[config.mk]
export PLATFORM = sky130hd
export DESIGN_NAME = chm_ctrl
export DESIGN_NICKNAME = d
export VERILOG_FILES = /design/src/hw/rtl/chm_pkg.sv /design/src/hw/rtl/chm_ctrl.sv
export SDC_FILE = /design/constraint.sdc
export NUM_CORES = 1
export LEC_CHECK = 0
export ABC_AREA = 1
export BUFFER_PORTS_ARGS = -buffer_cell sky130_fd_sc_hd__buf_2
export CAP_MARGIN = 20
export CORE_AREA = 3 3 40 42
export CTS_CLUSTER_DIAMETER = 120
export CTS_CLUSTER_SIZE = 28
export DETAILED_ROUTE_END_ITERATION = 8
export DIE_AREA = 0 0 43 45
export PLACE_DENSITY = 0.64
export SLEW_MARGIN = 5
export SYNTH_ARGS = -nofsm -noshare
export SYNTH_HDL_FRONTEND = slang
export SYNTH_SLANG_ARGS = --single-unit
[constraint.sdc]
create_clock -name clk -period 1 [get_ports clk]
set_input_delay 0.1 -clock clk [delete_from_list [all_inputs] [get_ports clk]]
set_output_delay 0.1 -clock clk [all_outputs]
set_load 0.02 [all_outputs]
[src/hw/rtl/chm_pkg.sv]
// Package for the chained hash multimap: payload word types, status codes and
// shared sizing constants. Used by every module in hw/rtl.
package chm_pkg;

    localparam int MAX_BUCKETS_DEF = 256;
    localparam int SLOTS_DEF       = 1024;
    localparam int KEY_BITS_DEF    = 64;

    localparam logic [1:0] ST_OK        = 2'd0;
    localparam logic [1:0] ST_NOT_FOUND = 2'd1;
    localparam logic [1:0] ST_FULL      = 2'd2;

    localparam logic OP_INSERT = 1'b0;
    localparam logic OP_LOOKUP = 1'b1;

    typedef struct packed {
        logic        op;
        logic [31:0] hash_value;
        logic [63:0] key;
        logic [9:0]  match_index;
    } in_word_t;

    typedef struct packed {
        logic [1:0] status;
        logic [9:0] slot;
    } out_word_t;

    // Controller to datapath commands.
    typedef struct packed {
        logic load;      // capture input word, start modulo
        logic mod_step;  // one restoring step of hash mod bucket count
        logic head_rd;   // read bucket head
        logic cur_ld;    // load cursor from bucket head
        logic ent_rd;    // read entry at cursor
        logic adv;       // advance cursor to next link
        logic hit_inc;   // count a match
        logic wr_new;    // write new entry at slots_used
        logic wr_head;   // new entry becomes bucket head
        logic wr_tail;   // link new entry after cursor
        logic res_ok;    // result: ok with slot
        logic res_found; // result: ok with cursor slot
        logic res_nf;    // result: not found
        logic res_full;  // result: table full
    } cmd_t;

    // Datapath to controller status.
    typedef struct packed {
        logic is_lookup;
        logic full;
        logic mod_done;
        logic head_valid;
        logic next_valid;
        logic match;
        logic hit_last;
        logic steps_done;
    } sts_t;

endpackage

[src/hw/rtl/chm_ctrl.sv]
// Controller state machine of the chained hash multimap. Sequences the
// modulo, head read and chain walk. Uses chm_pkg.
module chm_ctrl (
    input  logic           clk,
    input  logic           rst_n,
    input  logic           in_valid,
    output logic           in_ready,
    output logic           out_valid,
    input  logic           out_ready,
    input  chm_pkg::sts_t  sts,
    output chm_pkg::cmd_t  cmd
);
    import chm_pkg::*;

    localparam logic [3:0] S_IDLE  = 4'd0;
    localparam logic [3:0] S_MOD   = 4'd1;
    localparam logic [3:0] S_HEAD  = 4'd2;
    localparam logic [3:0] S_DEC   = 4'd3;
    localparam logic [3:0] S_RD    = 4'd4;
    localparam logic [3:0] S_CHK   = 4'd5;
    localparam logic [3:0] S_OUT   = 4'd6;
    localparam logic [3:0] S_NEW   = 4'd7;

    logic [3:0] state_reg, state_next;
    logic       ov_reg, ov_next;

    assign in_ready  = (state_reg == S_IDLE) && (!ov_reg || out_ready);
    assign out_valid = ov_reg;

    always_ff @(posedge clk or negedge rst_n)
    begin
        if (!rst_n)
        begin
            state_reg <= S_IDLE;
            ov_reg    <= 1'b0;
        end
        else
        begin
            state_reg <= state_next;
            ov_reg    <= ov_next;
        end
    end

    always_comb
    begin
        state_next = state_reg;
        ov_next    = ov_reg && !out_ready;
        cmd        = '0;
        case (state_reg)
            S_IDLE:
            begin
                if (in_valid && in_ready)
                begin
                    cmd.load   = 1'b1;
                    state_next = S_MOD;
                end
            end
            S_MOD:
            begin
                if (sts.mod_done)
                begin
                    cmd.head_rd = 1'b1;
                    state_next  = S_HEAD;
                end
                else
                    cmd.mod_step = 1'b1;
            end
            S_HEAD:
            begin
                if (!sts.is_lookup && sts.full)
                begin
                    cmd.res_full = 1'b1;
                    state_next   = S_OUT;
                end
                else if (!sts.head_valid)
                begin
                    if (sts.is_lookup)
                        cmd.res_nf = 1'b1;
                    else
                    begin
                        cmd.wr_new  = 1'b1;
                        cmd.wr_head = 1'b1;
                    end
                    state_next = S_DEC;
                end
                else
                begin
                    cmd.cur_ld = 1'b1;
                    state_next = S_RD;
                end
            end
            S_DEC:
            begin
                if (!sts.is_lookup)
                    cmd.res_ok = 1'b1;
                state_next = S_OUT;
            end
            S_RD:
            begin
                cmd.ent_rd = 1'b1;
                state_next = S_CHK;
            end
            S_CHK:
            begin
                if (sts.is_lookup && sts.match && sts.hit_last)
                begin
                    cmd.res_found = 1'b1;
                    state_next    = S_OUT;
                end
                else if (!sts.next_valid || sts.steps_done)
                begin
                    if (sts.is_lookup)
                        cmd.res_nf = 1'b1;
                    else
                        cmd.wr_tail = 1'b1;
                    state_next = sts.is_lookup ? S_OUT : S_NEW;
                end
                else
                begin
                    cmd.hit_inc = sts.is_lookup && sts.match;
                    cmd.adv     = 1'b1;
                    state_next  = S_RD;
                end
            end
            // The link memory has one write port, so the new entry is
            // written in the cycle after the tail link.
            S_NEW:
            begin
                cmd.wr_new = 1'b1;
                state_next = S_DEC;
            end
            S_OUT:
            begin
                ov_next    = 1'b1;
                state_next = S_IDLE;
            end
            default:
                state_next = S_IDLE;
        endcase
    end

endmodule

==> impl_results.md, run 1 <==
- Outcome: complete, but fails checks
- Failing checks: negative setup slack
- P_sw: between 0.001 and 0.0015 W
- RSZ-0062 raised after global routing: yes
- Max Cap Viol: 0
- Final worst setup slack: -419 ps
- Largest net degree at the start of global routing: 6
- WL/cell: 9.61 µm
- Initial Util: between 20% and 30%
- Worst path arrival time: around 1300 ps
- Final Wtd Congestion: roughly 0.81
- CP max FO: 5
- Skew-Pair Late Insertion Delay: around 230 ps
- Pre-CTS setup slack: -230 ps
- Area Growth Syn to Fin: 153%
- Reg clk slew, reported paths: approximately 30 ps
- Most frequent cells in the layout: 23 x buf_4, 12 x buf_2, 12 x buf_6
- Fin. max-slew vios: 0
- FF+latch count, synth: 4
- Min Tclk post-route: ~1400 ps
- CTS root buffer: clkbuf_4
- Final hold slack: a little under 200 ps
- Post-synth top area cell: dfrtp_1
- ANT cells: 0
- Initial DRT Pass Iterations: 2
- Vias per cell: around 4.5
- Register area share after synthesis: approximately a quarter
- Fin crit share: 142%
- Int Pwr: ~0.0012 W
- Pwr dens: between 2000 and 2500 nW/µm²
- Fillers: 108
- Die H: 45 µm
- Drt total wl: roughly 1300 µm
- Die width: roughly 43 µm
- Die ar.: 1940 µm²
- Area contributors post-synth: dfrtp_1 26%, inv_1 17%, nor2_1 17%
- Synth unique cells: 11
- Syn Std Cell Area: around 380 µm²
- Clk pwr share: just over 8%
- FP Rows: 13
- Synth Area per Inst: ~5.4 µm²
- Top-Level Pins: 28
- Min-delay worst type: in -> async
- First-pass GRT wire length: about 2200 µm
- TritonCTS Buffers: 3
- Gate Count Post-Synth: 71
- Required time of the critical path: 900 ps
- CP Launch Type: flop
- Final hold vios: 0
- Synth warn: 0
- Total routing usage reported by global routing: approximately 15%
- Final setup TNS: -6330 ps
- Peak VDD IR: 1650 µV
- Finish-stage setup viols: 18
- Residual DRC count: 0
- Total power: between 0.002 and 0.0025 W
- Share of cells above drive strength 1: between 60% and 70%
- WS Path Type: reg -> out
- Sw Share: a little under half
- F_max: ~700 MHz
- Number of flip-flops in the largest register: 3
- Total gr overflow: 0
- Combinational fraction of design power: 74.8%
- Post-Synthesis Net Count: between 80 and 90
- CTS sink cnt: 4
- Max Root-Sink Buffers: 2
- Worst slew pin tran: approximately 270 ps
- Register area: around 100 µm²
- Commonest non-fill, non-tap cell in the layout: buf_4
- Sequential share of power: ~17%
- Initial antenna violation count: 0
- Area of the multi-input gates: between 300 and 400 µm²
- IO buf count: 27
- ANT nets after route: 0
- Worst Skew: 1.93 ps
- Leak: 0.510 nW
- CTS tree: yes
- H-tree levels: 1
- Worst rel slew slack: between 80 and 90%
- Core area: 1280 µm²
- Vias in the first global route: 573
- First DRT Iteration DRCs: 6
- Yosys top cell area share: 26.3%
- Vias: approximately 610
- Nets: approximately 140
- Critical path capture point type: output pin
## metal layers
layer	vias up	track usage (%)	share of wire, %
met4	0	3.61	0.53
met2	23	26.9	51
li1	323	-	-
met1	263	16.3	39
met5	-	0	0
met3	2	6.77	9.6
## area by class of cell
type | count | share of cell area, %
timing repair buffer | 48 | 39.2
multi-input combinational | 50 | 39.1
sequential | 4 | 10.8
inverter | 17 | 6.62
clock buffer | 3 | 2.34
tap | 15 | 1.95
## logic make-up (layout without fill, tap and decap cells)
group / Yosys count / after routing / share of synthesized area (%)
compound gates: 10 / 10 / 13.8
simple gates: 40 / 40 / 43.1
buf+inv: 17 / 68 / 16.8
flops: 4 / 4 / 26.3
## synth_stat cells
master / count
o211ai_1: 1
and3_2: 1
o21ai_0: 5
nor2_1: 17
inv_1: 17
dfrtp_1: 4
a21oi_1: 4
nor4_1: 1
nand2_1: 15
nor3_1: 1
nand3_1: 5
## timing repair
action                                  in CTS  in global routing
pin swaps                                    5                  4
hold buffers                                 1                  0
hold endpoints to repair                     4                  0
resized for setup                           30                 12
setup buffers                                3                  2
endpoints found under the setup margin      18                 18
## per-stage QoR
stage	std cells	util, %	area, µm²
floorplan	71	-	499
global placement	129	60.2	773
detailed placement	129	60.2	773
CTS	135	71.1	913
global route	137	75.0	963
finish	137	75.0	963
## worst max-delay path, stage by stage (launching register included)
cell     delay (ps)
dfrtp_2         440
inv_2            90
nand2_4          50
nor2_4          150
nand2_4          90
o21ai_4         120
buf_6           130
## worst paths after layout
path	slack, ps	cells after the start	startpoint	end
worst max-delay path	-420	6	state_reg[0]	cmd[6]
worst min-delay path	200	2	rst_n	out_valid
worst max register to register	-390	9	state_reg[0]	state_reg[1]
worst min register to register	540	2	out_valid	out_valid
max in group asynchronous	670	2	rst_n	state_reg[2]
min in group clk	200	4	out_ready	out_valid
## power groups by stage
stage	registers, W	logic, W	clock network [W]
floorplan	0.000386	0.000834	0
global placement	0.000380	0.00140	0
detailed placement	0.000390	0.00141	0
CTS	0.000397	0.00164	0.000204
global route	0.000420	0.00194	0.000223
finish	0.000411	0.00179	0.000193
No activity file was read; power rests on OpenSTA's default activity.
==> run 2: changes to the inputs <==
- ABC_AREA: 1 -> 0
- CORE_AREA: 3 3 40 42 -> not set
- CORE_MARGIN: not set -> 3
- CORE_UTILIZATION: not set -> 35
- DIE_AREA: 0 0 43 45 -> not set
- PLACE_DENSITY: 0.64 -> 0.71
==> run 2 against run 1 <==
  * Synthesized cell count decreased by 20%
  * The run now fails in 5_1_grt
  * Synthesized area rose by 27%
==> impl_results.md, run 2 <==
- Outcome: did not finish
- Fail Step: 5_1_grt
- Error msg: [ERROR DPL-0038] Utilization greater than 100%, impossible to legalize
- H-tree levels: 1
- Post-synthesis xor/xnor area fraction: 0%
- FP Rows: 12
- Die width: around 43 µm
- Syn Std Cell Area: slightly below 500 µm²
- Worst endpoint after global-route timing repair: cmd[6]
- Hpwl dp: 1290 µm
- Post-synth top area cell: dfrtp_1
- Top-Level Pins: 28
- Synth warn: 0
- Synth Flop Type: dfrtp_1
- Register area share after synthesis: ~21%
- TritonCTS Buffers: 3
- Commonest cells in the netlist: 6 x nor2_1, 6 x nor2b_1, 4 x dfrtp_1
- Ys async rst share: 100%
- Mux contribution to synthesized area: 0%
- Simple-gate area share of the yosys netlist: between 50% and 60%
- Area contributors post-synth: dfrtp_1 21%, nor2b_1 7.8%, nor3_2 6.2%
- EDFF count, synth: 0
- Worst EP Category: output port
- Synth unique cells: 32
- Synth Area per Inst: approximately 8.5 µm²
- Max Root-Sink Buffers: 2
- Initial Util: about 40%
- Yosys top cell area share: 20.8%
- CTS sink cnt: 4
- CTS root buffer: clkbuf_4
- Post-Synthesis Net Count: between 60 and 70
- Post-Place Cell Area: 870 µm²
- Final Wtd Congestion: 0.765
- FF+latch count, synth: 4
- Complex-gate fraction of the synthesized area: roughly 10%
- Largest family of logic cells by synthesized area: simple AND/OR/NAND/NOR gates
- Largest net degree at the start of global routing: 9
- IO buf count: 27
- Die H: between 40 and 50 µm
- Adder-cell share of the synthesized area: 0%
- Gate Count Post-Synth: 57
[run 2: kinds of logic after synthesis]
| group | after synthesis |
|---|---|
| DFF | 4 |
| AOI/OAI and AO/OA | 8 |
| and+or+nand+nor | 39 |
| buffers and inverters | 6 |
[run 2: what timing repair did]
action | CTS
gates resized for setup | 45
pin swaps | 8
setup buffers | 6
endpoints found under the hold margin | 4
setup endpoints to repair | 19
hold buffers | 1
[run 2: metrics by stage]
step                cells  setup slack (ps)
floorplan              57              -222
global placement      116              -285
detailed placement    116              -334
CTS                   126              -516
==> run 3: changes to the inputs <==
- CORE_AREA: not set -> 3 3 64 66
- CORE_MARGIN: 3 -> not set
- CORE_UTILIZATION: 35 -> not set
- CTS_CLUSTER_DIAMETER: 120 -> not set
- CTS_CLUSTER_SIZE: 28 -> not set
- DIE_AREA: not set -> 0 0 67 69
- PLACE_DENSITY: 0.71 -> not set
- PLACE_DENSITY_LB_ADDON: not set -> 0.15
- clock period: 1 -> 1.3 ns (I/O delays scaled with it)
==> run 3 against run 2 <==
  * The flow now finishes, with violations (negative setup slack)
  * Synthesized area stayed put
  * Synthesized cell count unchanged
==> impl_results.md, run 3 <==
- Outcome: complete, but fails checks
- Failing checks: negative setup slack
- R2R setup slack: -50 ps
- Nets: between 100 and 150
- IO buf count: 27
- R2r endpoint: state_reg[0]
- Ys async rst share: 100%
- Sw Share: a little over two fifths
- Yosys top cell area share: between 20% and 30%
- Area Growth Syn to Fin: 114%
- Sequential share of power: a little over an eighth
- FF-to-FF Start: state_reg[2]
- H-tree levels: 1
- Top-Level Pins: 28
- Area contributors post-synth: dfrtp_1 21%, nor2b_1 7.8%, nor3_2 6.2%
- ANT cells: 0
- Clk pwr share: between 10% and 20%
- Commonest cells in the netlist: 6 x nor2_1, 6 x nor2b_1, 4 x dfrtp_1
- Register area share after synthesis: slightly above 20%
- WL/cell: around 12 µm
- Max Root-Sink Buffers: 2
- Fin util: 28.4%
- Leak: between 0.4 and 0.5 nW
- WS Path Type: reg -> out
- Vias per cell: around 3.9
- Worst rel slew slack: about three quarters
- Min-delay worst type: in -> async
- Die ar.: around 4600 µm²
- Final hold vios: 0
- Initial DRT Pass Iterations: 3
- Post-Place Cell Area: about 740 µm²
- Required time of the critical path: between 1000 and 1500 ps
- ANT nets after route: 0
- Finish-stage setup viols: 15
- Skew-Pair Late Insertion Delay: approximately 220 ps
- Max Cap Viol: 0
- Slowest CP cell: dfrtp_2
- Final Wtd Congestion: 0.717
- Hpwl dp: between 1000 and 1500 µm
- Most frequent cells in the layout: 15 x buf_6, 14 x buf_4, 13 x buf_2
- Vias in the first global route: just over 600
- CP Cell Sequence: or3_4, nor3_4, buf_6
- First DRT Iteration DRCs: 13
- Fin crit share: 117%
- Worst slew pin tran: between 400 and 500 ps
- Register-to-Register Path Depth: 5
- Final worst setup slack: -227 ps
- Vias: 569
- Drt total wl: about 1800 µm
- Worst path arrival time: 1400 ps
- Peak VDD IR: between 400 and 500 µV
- Critical path capture point type: output pin
- Fin. max-slew vios: 0
- Synth unique cells: 32
- Buf/Inv on CP: 1
- Critical path depth in cells: 3
- Die H: between 60 and 70 µm
- Worst Skew: about 3.7 ps
- Synth Flop Type: dfrtp_1
- Post-Synthesis Net Count: between 60 and 70
- Total gr overflow: 0
- RSZ-0062 raised after global routing: yes
- Critical path's top delay family: simple AND/OR/NAND/NOR gates
- P_sw: 0.000950 W
- CTS root buffer: clkbuf_8
- Share of cells above drive strength 1: 76.8%
- Int Pwr: between 0.001 and 0.0015 W
- Initial Util: a little over an eighth
- Initial antenna violation count: 0
- CP max FO: 7
- EDFF count, synth: 0
- First-pass GRT wire length: ~2900 µm
- Die width: 67 µm
- FP Rows: 22
- Number of flip-flops in the largest register: 3
- Total routing usage reported by global routing: 8.08%
- CTS tree: yes
- Post-synth top area cell: dfrtp_1
- Min Tclk post-route: 1530 ps
- Residual DRC count: 0
- Synth Area per Inst: around 8.5 µm²
- Largest net degree at the start of global routing: 10
- TritonCTS Buffers: 3
- CTS sink cnt: 4
- CP Launch Type: flop
- Reg clk slew, reported paths: around 30 ps
- Commonest non-fill, non-tap cell in the layout: buf_6
- Syn Std Cell Area: a little under 500 µm²
- Gate Count Post-Synth: between 50 and 60
- Synth warn: 0
- Cell area after layout: just over 1000 µm²
- Combinational fraction of design power: between 70% and 80%
- FF+latch count, synth: 4
- Final setup TNS: -1870 ps
- Pwr dens: 2150 nW/µm²
- Core area: approximately 3600 µm²
- Critical Path Source: state_reg[2]
- F_max: around 650 MHz
- Max incr delay on CP: 460 ps
run 3: cell counts after synthesis:
Identical to the previous run, type by type.
run 3: how the worst max path moves through the flow:
stage,endpoint,slack [ps]
finish,cmd[13],-230
global route,cmd[6],-290
CTS,cmd[5],-240
detailed placement,cmd[6],-60
global placement,cmd[0],-30
floorplan,cmd[3],-3
run 3: layer usage:
metal / vias to the layer above / share of wire (%) / track usage, %
met5: - / 0 / 0
li1: 287 / - / -
met4: 0 / 0 / 2.48
met2: 17 / 48 / 12.2
met1: 265 / 45 / 10.4
met3: 0 / 6.8 / 3.09
run 3: kinds of logic (layout without fill, tap and decap cells):
group                  Yosys count  after routing  synth area share [%]
flip-flops                       4              4                  20.8
AND/OR/NAND/NOR                 39             39                  59.5
AO/OA/AOI/OAI                    8              8                  10.4
buffers and inverters            6             48                  9.35
run 3: repair_timing:
item                       4_1_cts  5_1_grt
hold buffers                     1        0
pin swaps                        8        4
setup endpoints to repair       16       17
setup buffers                    4        2
hold endpoints to repair         4        0
gates resized for setup         39       13
run 3: power groups by stage:
stage,Combinational (W),Sequential [W],Clock (W)
2_1_floorplan,0.000773,0.000247,0
3_3_place_gp,0.00111,0.000272,0
3_5_place_dp,0.00110,0.000275,0
4_1_cts,0.00148,0.000303,0.000271
5_1_grt,0.00177,0.000316,0.000278
6_report,0.00166,0.000301,0.000262
run 3: cell type report:
type / count / area (µm²)
clock buffer: 3 / 41.3
fill: 406 / 2600
inverter: 2 / 7.51
multi-input combinational: 47 / 472
sequential: 4 / 103
tap: 48 / 60.1
timing repair buffer: 43 / 349
run 3: through the flow:
stage               power (W)  hold WS, ps  instances  worst slack (ps)
finish                0.00222          256        147              -227
detailed placement    0.00138        -53.5        137             -56.2
CTS                   0.00205          252        145              -238
global placement      0.00138        -56.4        137             -31.9
global route          0.00236          272        147              -288
floorplan             0.00102         -166         57             -3.37
==> run 4: changes to the inputs <==
- SKIP_LAST_GASP: not set -> 1
==> run 4 against run 3 <==
  * The flow still finishes with violations (negative setup slack)
  * Total power is 1.8% lower
  * Critical path depth stayed put
  * Final cell count stayed put
  * Largest power group unchanged
==> impl_results.md, run 4 (same netlist as run 3, synthesis figures left out) <==
- Outcome: complete, but fails checks
- Failing checks: negative setup slack
- Int Pwr: about 0.0012 W
- Initial DRT Pass Iterations: 3
- Area of the multi-input gates: between 400 and 500 µm²
- FP Rows: 22
- Drt total wl: between 1500 and 2000 µm
- Skew-Pair Late Insertion Delay: roughly 220 ps
- Worst path arrival time: roughly 1400 ps
- Worst Skew: around 4 ps
- Reg clk slew, reported paths: about 30 ps
- First-pass GRT wire length: between 2000 and 3000 µm
- Peak VDD IR: about 400 µV
- CP Cell Sequence: or3_4, nor3_4, buf_6
- Number of flip-flops in the largest register: 3
- Nets: approximately 110
- Die H: around 70 µm
- Vias per cell: 3.86
- Register area: just over 100 µm²
- Die width: approximately 67 µm
- Final hold slack: 258 ps
- Fillers: 407
- Residual DRC count: 0
- RSZ-0062 raised after global routing: yes
- Dpl cells: around 140
- CP Launch Type: flop
- Initial antenna violation count: 0
- Area Growth Syn to Fin: 111%
- IO buf count: 27
- Top-Level Pins: 28
- Critical path capture point type: output pin
- Most frequent cells in the layout: 18 x buf_4, 13 x buf_2, 11 x buf_6
- Max Cap Viol: 0
- Vias: roughly 570
- Fin. max-slew vios: 0
- Leak: 0.449 nW
- Largest net degree at the start of global routing: 10
- CTS root buffer: clkbuf_8
- Buf/Inv on CP: 1
- Final worst setup slack: -226 ps
- Sw Share: 43.1%
- Min Tclk post-route: between 1500 and 2000 ps
- ANT cells: 0
- Hpwl dp: ~1300 µm
- Initial Util: 13.3%
- Clk pwr share: approximately an eighth
- Commonest non-fill, non-tap cell in the layout: buf_4
- Critical path's top delay family: simple AND/OR/NAND/NOR gates
- Fin crit share: 117%
- Finish-stage setup viols: 15
- CP max FO: 7
- Final Wtd Congestion: between 0.7 and 0.8
- Sequential share of power: 13.5%
- Worst slew pin tran: 403 ps
- Total gr overflow: 0
- WL/cell: between 10 and 15 µm
- Total routing usage reported by global routing: 8.05%
- TritonCTS Buffers: 3
- Worst rel slew slack: approximately three quarters
- Max Root-Sink Buffers: 2
- Pre-CTS setup slack: -56.2 ps
- CTS sink cnt: 4
- WS Path Type: reg -> out
- Slowest CP cell: dfrtp_2
- Vias in the first global route: roughly 610
- Final hold vios: 0
- Share of cells above drive strength 1: between 70% and 80%
- Core area: roughly 3600 µm²
- ANT nets after route: 0
- F_max: roughly 660 MHz
- Non-Filler Instances: around 150
- Die ar.: between 4000 and 5000 µm²
- Min-delay worst type: in -> async
- P_sw: between 0.0009 and 0.001 W
- Max incr delay on CP: approximately 460 ps
- CTS tree: yes
- Required time of the critical path: between 1000 and 1500 ps
- First DRT Iteration DRCs: 18
- H-tree levels: 1
- Combinational fraction of design power: around 75%
- Pwr dens: about 2100 nW/µm²
[run 4: through the flow]
stage                     power (W)  setup TNS (ps)  cell area [µm²]  util, %
after floorplan             0.00102           -3.37              514        -
after global placement      0.00138            -162              739     20.4
after detailed placement    0.00138            -232              739     20.4
after CTS                   0.00203           -2000              947     26.1
after global routing        0.00232           -2870             1020     28.0
final                       0.00218           -1890             1020     28.0
[run 4: worst register-to-register path: cells and delay by family, from the launching register on]
family	cells	cell delay (ps)
AOI/OAI and AO/OA	1	80
DFF	1	460
and+or+nand+nor	3	570
buffers and inverters	1	180
[run 4: layout make-up]
| type | instances | area share, % |
|---|---|---|
| Sequential cell | 4 | 10.1 |
| Inverter | 2 | 0.738 |
| Timing Repair Buffer | 43 | 32.8 |
| Clock buffer | 3 | 4.06 |
| Tap cell | 48 | 5.90 |
| Multi-Input combinational cell | 47 | 46.4 |
[run 4: layer usage]
layer  vias to the layer above  wire (µm)  part of all wire [%]  track usage [%]
li1                        285          -                     -                -
met1                       266        805                    45             10.3
met2                        17        855                    48             12.2
met3                         0        122                   6.8             3.09
met4                         0          0                     0             2.48
met5                         -          0                     0                0
[run 4: final timing paths]
kind	startpoint	to	slack (ps)	cells past startpoint
setup / recovery	state_reg[2]	cmd[13]	-230	3
hold / removal	rst_n	out_valid	260	2
setup reg to reg	state_reg[2]	state_reg[0]	-50	5
hold reg to reg	state_reg[2]	out_valid	610	1
max in group asynchronous	rst_n	state_reg[2]	900	2
min in group clk	out_ready	out_valid	270	3
[run 4: power by group through the flow]
stage | Combinational (W) | Sequential, W | Clock [W]
after floorplan | 0.000773 | 0.000247 | 0
after global placement | 0.00111 | 0.000272 | 0
after detailed placement | 0.00110 | 0.000275 | 0
after CTS | 0.00146 | 0.000300 | 0.000271
after global routing | 0.00173 | 0.000310 | 0.000279
final | 0.00163 | 0.000294 | 0.000262
[run 4: repair_timing]
action / 4_1_cts / 5_1_grt
buffers inserted: 4 / 2
gates resized for setup: 36 / 12
pin swaps: 8 / 4
gates cloned: 0 / 0
hold buffers: 1 / 0
endpoints found under the hold margin: 4 / 0
endpoints found under the setup margin: 16 / 17
